==> src/rtl/mbps_pkg.sv <==
// Package for the masked byte pattern scanner.
// Holds the transaction types, configuration register indexes and sizes.
// No dependencies.
package mbps_pkg;

    localparam int PATTERN_MAX = 16;
    localparam int LEN_W       = 5;
    localparam int ADDR_W      = 64;
    localparam int CFG_IDX_W   = 3;
    localparam int CFG_DATA_W  = 64;

    localparam logic [CFG_IDX_W-1:0] CFG_REGION_BASE    = 3'd0;
    localparam logic [CFG_IDX_W-1:0] CFG_PATTERN_LOW    = 3'd1;
    localparam logic [CFG_IDX_W-1:0] CFG_PATTERN_HIGH   = 3'd2;
    localparam logic [CFG_IDX_W-1:0] CFG_CARE_MASK      = 3'd3;
    localparam logic [CFG_IDX_W-1:0] CFG_PATTERN_LENGTH = 3'd4;

    typedef struct packed {
        logic [7:0] data_byte;
        logic       last_byte;
    } t_in_item;

    typedef struct packed {
        logic              found;
        logic [ADDR_W-1:0] match_address;
    } t_out_item;

    typedef logic [PATTERN_MAX-1:0][7:0] t_window;

endpackage

==> src/rtl/masked_byte_pattern_scanner.sv <==
// Masked byte pattern scanner: first-match search with wildcards over a byte stream.
// Each result passes through the window register and then the output register,
// and holds at the output while i_out_stall is high.
// Throughput: one byte per cycle; the window compare over 16 positions is one
// combinational pass between the window register and the output register. The input
// stalls only while a byte that must answer waits behind a stalled output register.
// Reset: synchronous, active low; configuration returns to its reset values and the
// scanner starts a fresh region with an empty window.
module masked_byte_pattern_scanner (
    input  logic                              i_clk,
    input  logic                              i_rst_n,
    input  logic                              i_cfg_we,
    input  logic [mbps_pkg::CFG_IDX_W-1:0]    i_cfg_index,
    input  logic [mbps_pkg::CFG_DATA_W-1:0]   i_cfg_wdata,
    input  logic                              i_in_valid,
    output logic                              o_in_stall,
    input  mbps_pkg::t_in_item                i_in_data,
    output logic                              o_out_valid,
    input  logic                              i_out_stall,
    output mbps_pkg::t_out_item               o_out_data
);
    import mbps_pkg::*;

    logic [ADDR_W-1:0]      r_region_base;
    logic [63:0]            r_pattern_low;
    logic [63:0]            r_pattern_high;
    logic [PATTERN_MAX-1:0] r_care_mask;
    logic [LEN_W-1:0]       r_pattern_length;

    t_window           r_window, n_window;
    logic [ADDR_W-1:0] r_bytes, n_bytes;
    logic              r_answer, n_answer;
    logic              r_clr, n_clr;
    logic              r_s1_valid, n_s1_valid;
    logic              r_s1_active, n_s1_active;

    logic              r_out_valid;
    t_out_item         r_out_data;

    t_window           pattern;
    t_window           base_window;
    logic [LEN_W-1:0]  eff_len;
    logic              s1_match;
    logic              s1_emit;
    logic              s1_done;
    logic              out_free;
    logic              in_accept;
    logic              prev_ans;

    assign pattern  = {r_pattern_high, r_pattern_low};
    assign eff_len  = (r_pattern_length > LEN_W'(PATTERN_MAX)) ? LEN_W'(PATTERN_MAX)
                                                              : r_pattern_length;

    always_comb begin
        logic [LEN_W-1:0] idx;
        logic             ok;
        ok = (eff_len != '0) && (r_bytes >= ADDR_W'(eff_len));
        for (int i = 0; i < PATTERN_MAX; i++) begin
            idx = eff_len - LEN_W'(1) - LEN_W'(i);
            if ((LEN_W'(i) < eff_len) && r_care_mask[i]) begin
                if (pattern[i] != r_window[idx[LEN_W-2:0]]) begin
                    ok = 1'b0;
                end
            end
        end
        s1_match = ok;
    end

    assign s1_emit    = r_s1_active && (s1_match || r_clr);
    assign out_free   = !r_out_valid || !i_out_stall;
    assign s1_done    = r_s1_valid && (!s1_emit || out_free);
    assign o_in_stall = r_s1_valid && !s1_done;
    assign in_accept  = i_in_valid && !o_in_stall;

    assign base_window = r_clr ? '0 : r_window;
    assign prev_ans    = !r_clr && (r_answer || (r_s1_valid && r_s1_active && s1_match));

    always_comb begin
        n_window    = r_window;
        n_bytes     = r_bytes;
        n_answer    = r_answer;
        n_clr       = r_clr;
        n_s1_valid  = r_s1_valid;
        n_s1_active = r_s1_active;
        if (s1_done) begin
            n_s1_valid = 1'b0;
            if (r_s1_active && s1_match) begin
                n_answer = 1'b1;
            end
        end
        if (in_accept) begin
            n_answer    = prev_ans;
            n_s1_valid  = 1'b1;
            n_s1_active = !prev_ans;
            n_clr       = i_in_data.last_byte;
            if (!prev_ans) begin
                n_window = {base_window[PATTERN_MAX-2:0], i_in_data.data_byte};
                n_bytes  = (r_clr ? '0 : r_bytes) + ADDR_W'(1);
            end
        end
    end

    always_ff @(posedge i_clk) begin
        if (!i_rst_n) begin
            r_region_base    <= '0;
            r_pattern_low    <= '0;
            r_pattern_high   <= '0;
            r_care_mask      <= '0;
            r_pattern_length <= LEN_W'(1);
        end else if (i_cfg_we) begin
            case (i_cfg_index)
                CFG_REGION_BASE:    r_region_base    <= i_cfg_wdata;
                CFG_PATTERN_LOW:    r_pattern_low    <= i_cfg_wdata;
                CFG_PATTERN_HIGH:   r_pattern_high   <= i_cfg_wdata;
                CFG_CARE_MASK:      r_care_mask      <= i_cfg_wdata[PATTERN_MAX-1:0];
                CFG_PATTERN_LENGTH: r_pattern_length <= i_cfg_wdata[LEN_W-1:0];
                default: ;
            endcase
        end
    end

    always_ff @(posedge i_clk) begin
        r_window <= n_window;
        r_bytes  <= n_bytes;
        if (!i_rst_n) begin
            r_answer    <= 1'b0;
            r_clr       <= 1'b1;
            r_s1_valid  <= 1'b0;
            r_s1_active <= 1'b0;
        end else begin
            r_answer    <= n_answer;
            r_clr       <= n_clr;
            r_s1_valid  <= n_s1_valid;
            r_s1_active <= n_s1_active;
        end
    end

    always_ff @(posedge i_clk) begin
        if (!i_rst_n) begin
            r_out_valid <= 1'b0;
        end else if (out_free) begin
            r_out_valid <= s1_done && s1_emit;
        end
        if (out_free && s1_done && s1_emit) begin
            r_out_data.found         <= s1_match;
            r_out_data.match_address <= s1_match
                ? r_region_base + r_bytes - ADDR_W'(eff_len) : '0;
        end
    end

    assign o_out_valid = r_out_valid;
    assign o_out_data  = r_out_data;

endmodule

==> config.mk <==
export PLATFORM = sky130hd
export DESIGN_NAME = masked_byte_pattern_scanner
export DESIGN_NICKNAME = d
export VERILOG_FILES = /design/src/rtl/mbps_pkg.sv /design/src/rtl/masked_byte_pattern_scanner.sv
export SDC_FILE = /design/constraint.sdc
export NUM_CORES = 2
export LEC_CHECK = 0
export BUFFER_PORTS_ARGS = -buffer_cell sky130_fd_sc_hd__buf_2
export CAP_MARGIN = 0
export CORE_MARGIN = 10
export CORE_UTILIZATION = 35
export DETAILED_ROUTE_END_ITERATION = 16
export SLEW_MARGIN = 20
export SYNTH_ARGS = -nofsm -noshare
export SYNTH_HDL_FRONTEND = slang
export SYNTH_SLANG_ARGS = --single-unit
==> constraint.sdc <==
create_clock -name i_clk -period 48.1 [get_ports i_clk]
set_clock_uncertainty 0.15 [all_clocks]
set_input_delay 4.81 -clock i_clk [delete_from_list [all_inputs] [get_ports i_clk]]
set_output_delay 4.81 -clock i_clk [all_outputs]
set_load 0.005 [all_outputs]
# --- Word-level counts from Yosys, hierarchy flattened ---
# Cells that the tools add are included.
op_classes:
  addsub: 19
  magnitude_cmp: 34
  eq_ne: 20
  muxes: 71
  bitwise: 1
  reduce_logical: 50
ops:
  columns: ["cell", "count"]
  rows:
  - ["8-bit binary-select mux with 4-bit select", 16]
  - ["8-bit 2-to-1 mux", 16]
  - ["8-bit inequality test", 16]
  - ["4-bit by 5-bit less-than comparator with 1-bit output, second input constant", 16]
  - ["64-bit by 1-bit adder with 64-bit output, second input constant", 1]
  - ["64-bit adder", 1]
  - ["64-bit by 5-bit greater-or-equal comparator with 1-bit output", 1]
  - ["64-bit 2-to-1 mux", 1]
  - ["64-bit by 5-bit subtractor with 64-bit output", 1]
  - ["4-bit by 5-bit less-than comparator with 1-bit output, first input constant", 8]
  - ["1-bit 2-to-1 mux", 37]
  - ["4-bit subtractor, second input constant", 8]
  - ["1-bit logical AND", 28]
  - ["3-bit by 5-bit less-than comparator with 1-bit output, first input constant", 4]
  - ["4-bit by 3-bit subtractor with 4-bit output, second input constant", 4]
  - ["2-bit AND reduction", 7]
  - ["1-bit by 5-bit less-than comparator with 1-bit output, first input constant", 2]
  - ["2-bit by 5-bit less-than comparator with 1-bit output, first input constant", 2]
  - ["4-bit by 1-bit subtractor with 4-bit output, second input constant", 2]
  - ["4-bit by 2-bit subtractor with 4-bit output, second input constant", 2]
  - ["1-bit logical NOT", 7]
  - ["3-bit by 2-bit equality test with 1-bit output, second input constant", 2]
  - ["5-bit greater-than comparator, second input constant", 1]
  - ["5-bit 2-to-1 mux", 1]
  - ["other kinds (7)", 11]
totals:
  reg_bits: 475
  elab_cells: 224

# --- Longest topological paths before layout ---
logic_depth:
  word_depth: 49
  ltp_mapped: 27

# --- Least setup slack after synthesis ---
# No wires, ideal clock.
synth_path:
  path_type: "input-to-reg"
  from: "input port i_in_valid"
  to: "register r_bytes[0] (enable)"
  setup_time_ns: 1.264
  arrival_time_ns: 24.042
  required_ns: 46.686
  path_slack_ns: 22.644
  cell_stages: 2
  path_cell_list: "inv_1 -> o41ai_1"
synth_via:
  elab_chain_cells: 2
synth_lines:
  columns: ["element", "line_no", "rtl"]
  rows:
  - ["start, declared", "masked_byte_pattern_scanner.sv:15", "input logic i_in_valid,"]
  - ["1-bit logical AND", "masked_byte_pattern_scanner.sv:73", "assign in_accept = i_in_valid && !o_in_stall;"]
  - ["2-bit AND reduction (no source line)", null, null]
  - ["end signal, assigned", "masked_byte_pattern_scanner.sv:124", "r_bytes <= n_bytes;"]
  - ["end, declared", "masked_byte_pattern_scanner.sv:31", "logic [ADDR_W-1:0] r_bytes, n_bytes;"]
# No other way between the ends.
# A chain may end at the register's enable or synchronous reset.

# --- Worst setup path after layout ---
layout_path:
  from: "register r_pattern_length[0]"
  to: "output port o_in_stall"
layout_via:
  elab_chain_cells: 45
  elab_cells_between_ends: 140
layout_lines:
  columns: ["element", "line_no", "rtl"]
  rows:
  - ["start, declared", "masked_byte_pattern_scanner.sv:28", "logic [LEN_W-1:0] r_pattern_length;"]
  - ["start signal, assigned", "masked_byte_pattern_scanner.sv:116", "CFG_PATTERN_LENGTH: r_pattern_length <= i_cfg_wdata[LEN_W-1:0];"]
  - ["5-bit greater-than comparator", "masked_byte_pattern_scanner.sv:51", "assign eff_len = (r_pattern_length > LEN_W'(PATTERN_MAX)) ? LEN_W'(PATTERN_MAX)"]
  - ["5-bit 2-to-1 mux *", "masked_byte_pattern_scanner.sv:51", null]
  - ["branches (longest 35 deep; another with 4-bit by 1-bit subtractor with 4-bit output)", null, null]
  - ["1-bit 2-to-1 mux *", "masked_byte_pattern_scanner.sv:60", "if ((LEN_W'(i) < eff_len) && r_care_mask[i]) begin"]
  - ["1-bit logical OR *", "masked_byte_pattern_scanner.sv:69", "assign s1_emit = r_s1_active && (s1_match || r_clr);"]
  - ["1-bit logical AND *", "masked_byte_pattern_scanner.sv:69", null]
  - ["1-bit logical NOT *", "masked_byte_pattern_scanner.sv:71", "assign s1_done = r_s1_valid && (!s1_emit || out_free);"]
  - ["1-bit logical OR *", "masked_byte_pattern_scanner.sv:71", null]
  - ["1-bit logical AND *", "masked_byte_pattern_scanner.sv:71", null]
  - ["1-bit logical NOT *", "masked_byte_pattern_scanner.sv:72", "assign o_in_stall = r_s1_valid && !s1_done;"]
  - ["1-bit logical AND *", "masked_byte_pattern_scanner.sv:72", null]
  - ["end, declared", "masked_byte_pattern_scanner.sv:16", "output logic o_in_stall,"]
# Mark *: on every way between the ends. The select of a mux whose other input is x is not followed.

==> impl_metrics.tcl <==
set metrics [dict create \
    cts_tree "done" \
    grt_pass1_wl_um 170000 \
    tns_ns 0 \
    wl_per_cell_um 22.6 \
    clkTransAtPathRegs_ns 0.06 \
    outcome "finished clean" \
    start_util_pct 35.3 \
    p_leak_nw 14.1 \
    track_usage_pct 19.8 \
    antenna_found_initial 10 \
    wl_met2_um 49600 \
    min_period_ns 12.54 \
    grt_max_degree 101 \
    syn_nets 3913 \
    die_h_um 333 \
    tightest_slew_ns 1.09 \
    htreeDepth 2 \
    met1_length_um 49100 \
    ir_drop_v 0.0000290 \
    syn_area_mm2 0.0342 \
    ant_nets 0 \
    rsz0062_at_grt "false" \
    crit_arrival_ns 7.58 \
    synthTopCellsByArea "edfxtp_1 23%, dfxtp_1 13%, mux2i_1 6.5%" \
    routed_wl_um 114000 \
    postCtsSetupRepairBufs 0 \
    yosysTopAreaCellShare_pct 22.6 \
    drcViolationCount 0 \
    drt_iter0_markers 2651 \
    postCtsHoldBufs 0 \
    dr.pass1.iters 6 \
    cts_resized 0 \
    gp_congestion 0.983 \
    num_vias 28000 \
    end_kind "primary output" \
    synthCells 3687 \
    critPathMaxFanout 63 \
    worstSetupPathType "reg2out" \
    critPathBufInv 5 \
    cp_cell_sequence "nor2b_4 > inv_6 > ha_2 > buf_4 > clkinv_1 > ha_1 > inv_1 > o2111ai_1 > a31oi_2 > or2_1 > o2111ai_1 > a2111oi_1 > nand4_1 > a32o_1 > a2111oi_2 > and4_4 > a21oi_1 > nor2_1 > buf_2" \
    cts_max_path_buffers 3 \
    p_per_area_mw_per_mm2 32.7 \
    core-area_mm2 0.0969 \
    area_delta_synth_final_pct 10.3 \
    slew-limit-headroom_pct 25.7 \
    portBuffers 147 \
    final_nets 3950 \
    top_layer "met4" \
    yosysUniqueCellTypes 109 \
    crit_path_start_kind "flip-flop" \
    crit_path_top_delay_cell "dfxtp_1" \
    cpPeakStageDelay_ns 0.92 \
    layout_common_cells "583 x nand2_1, 291 x inv_1, 257 x edfxtp_1" \
    layout_commonest_cell "nand2_1" \
    drive_gt1_share_pct 13.2 \
    worst-endpoint-required_ns 43.14 \
    cts.sinks 475 \
    cp_common_cell "o2111ai_1" \
    fmax_mhz 79.8 \
    cts_made_buffers 55 \
    synth_area_per_cell_um2 9.27 \
    ys_warn_count 0 \
    hold_violations 0 \
    grt_pass1_vias 26200 \
    vias_per_cell 5.55 \
    critPathTopFamily "simple AND/OR/NAND/NOR gates" \
    die_x_um 333 \
    setup_viol 0 \
    power.total_mw 1.24 \
    synth_edf_count 257 \
    synth_top_flop_cell "edfxtp_1" \
    io_pins 148 \
    yosysSeqAreaShare_pct 35.3 \
    synthArstFlopShare_pct 0 \
    cap_violations 0 \
    dieArea_mm2 0.111 \
    fin_crit_sh_pct 26.1 \
    dr_wl_met3_um 9520 \
    overflow 0 \
    fp-row-count 114 \
    clock_latency_ns 0.65 \
    yosysTopAreaCell "edfxtp_1" \
    clockRootBuffer "clkbuf_16" \
    ys_ff_latch 475 \
    nFillCells 9714 \
    hold_path.class "reg2reg" \
    dp_hpwl_um 85800 \
    slew_violations 0 \
]
[synthesized netlist by cell type, types with 13 or more instances]
| cell type | n |
|---|---|
| nor3b_1 | 13 |
| mux2_2 | 35 |
| mux2i_1 | 223 |
| o21a_1 | 14 |
| buf_2 | 39 |
| a21oi_1 | 119 |
| nor4_1 | 27 |
| inv_1 | 291 |
| buf_6 | 17 |
| nor2_1 | 152 |
| nand4_1 | 44 |
| buf_4 | 18 |
| clkbuf_1 | 121 |
| o21ai_0 | 71 |
| nor2_4 | 30 |
| xor2_1 | 85 |
| a31oi_1 | 18 |
| nand3_1 | 56 |
| and3_1 | 30 |
| nand2_1 | 584 |
| a22oi_1 | 16 |
| xnor2_1 | 146 |
| dfxtp_1 | 218 |
| a22o_1 | 15 |
| o21bai_1 | 14 |
| edfxtp_1 | 257 |
| a21o_1 | 47 |
| mux4_2 | 95 |
| a211oi_1 | 20 |
| a21boi_0 | 216 |
| ha_1 | 140 |
| o22ai_1 | 47 |
| nor3_1 | 61 |
| nand2b_1 | 34 |
| nor2b_1 | 147 |
[stage by stage]
stage               instance area, um2  worst slack, ns  hold slack (ns)  instances  util [%]
global placement                 35800            36.53            0.301       4943      37.0
floorplan                        34200            22.64            0.289       3687         -
finish                           37700            35.56            0.312       5055      39.0
detailed placement               35800            36.45            0.308       4943      37.0
CTS                              37700            35.72            0.317       5044      38.9
global route                     37700            35.14            0.327       5047      38.9
[tightest hold or removal path, cell delays in order, from the launching register on]
cell      delay, ns
dfxtp_1        0.30
nand2_1        0.04
a21boi_0       0.06
[cell families (layout without fill, tap and decap cells)]
group                    after synthesis  in the layout  share of synthesized area (%)
other                                  0             11                              0
flip-flops                           475            475                           35.3
buffers and inverters                507            588                           6.48
multiplexers                         353            353                           13.9
adder cells (fa/ha/maj)              145            145                           5.42
AO/OA/AOI/OAI                        721            721                           14.9
XOR/XNOR                             233            233                           6.04
AND/OR/NAND/NOR                     1253           1253                           17.9
[metal layers]
metal,GRT usage (%),up-vias
met5,0,-
met4,9.50,0
li1,-,13100
met3,3.66,248
met1,26.6,13500
met2,30.3,1166
[registers in the layout, summed over array words and instances, names as in the netlist]
| signal | flops |
|---|---|
| r_s1_valid | 1 |
| r_bytes | 64 |
| r_pattern_low | 64 |
| r_care_mask | 16 |
| r_window | 128 |
| r_pattern_high | 64 |
| o_out_valid | 1 |
| r_s1_active | 1 |
| r_clr | 1 |
| r_answer | 1 |
| r_region_base | 64 |
| r_pattern_length | 5 |
| o_out_data | 65 |
[final cells by class]
cell class	instances	area (um2)	share of cell area [%]
inverter	296	1120	2.96
antenna	11	27.5	0.0730
multi-input combinational	2705	19900	52.8
sequential	475	12100	32.0
clock inverter	31	368	0.975
tap	1276	1600	4.23
clock buffer	70	1530	4.04
timing repair buffer	191	1070	2.83
[report_power, final]
part / internal (mW) / leakage, nW / switching [mW]
clock: 0.257 / 0.935 / 0.185
sequential: 0.454 / 4.32 / 0.0240
combinational: 0.129 / 8.86 / 0.185
[worst paths after layout]
kind	start	endpoint	slack (ns)	cells past startpoint
worst min-delay path	r_region_base[2]	r_region_base[2]	0.31	2
worst max-delay path	r_pattern_length[0]	o_in_stall	35.56	19
worst min register to register	r_region_base[2]	r_region_base[2]	0.31	2
worst max register to register	r_pattern_length[0]	r_window[1]	39.78	20
Power figures use the tool's default switching activity.
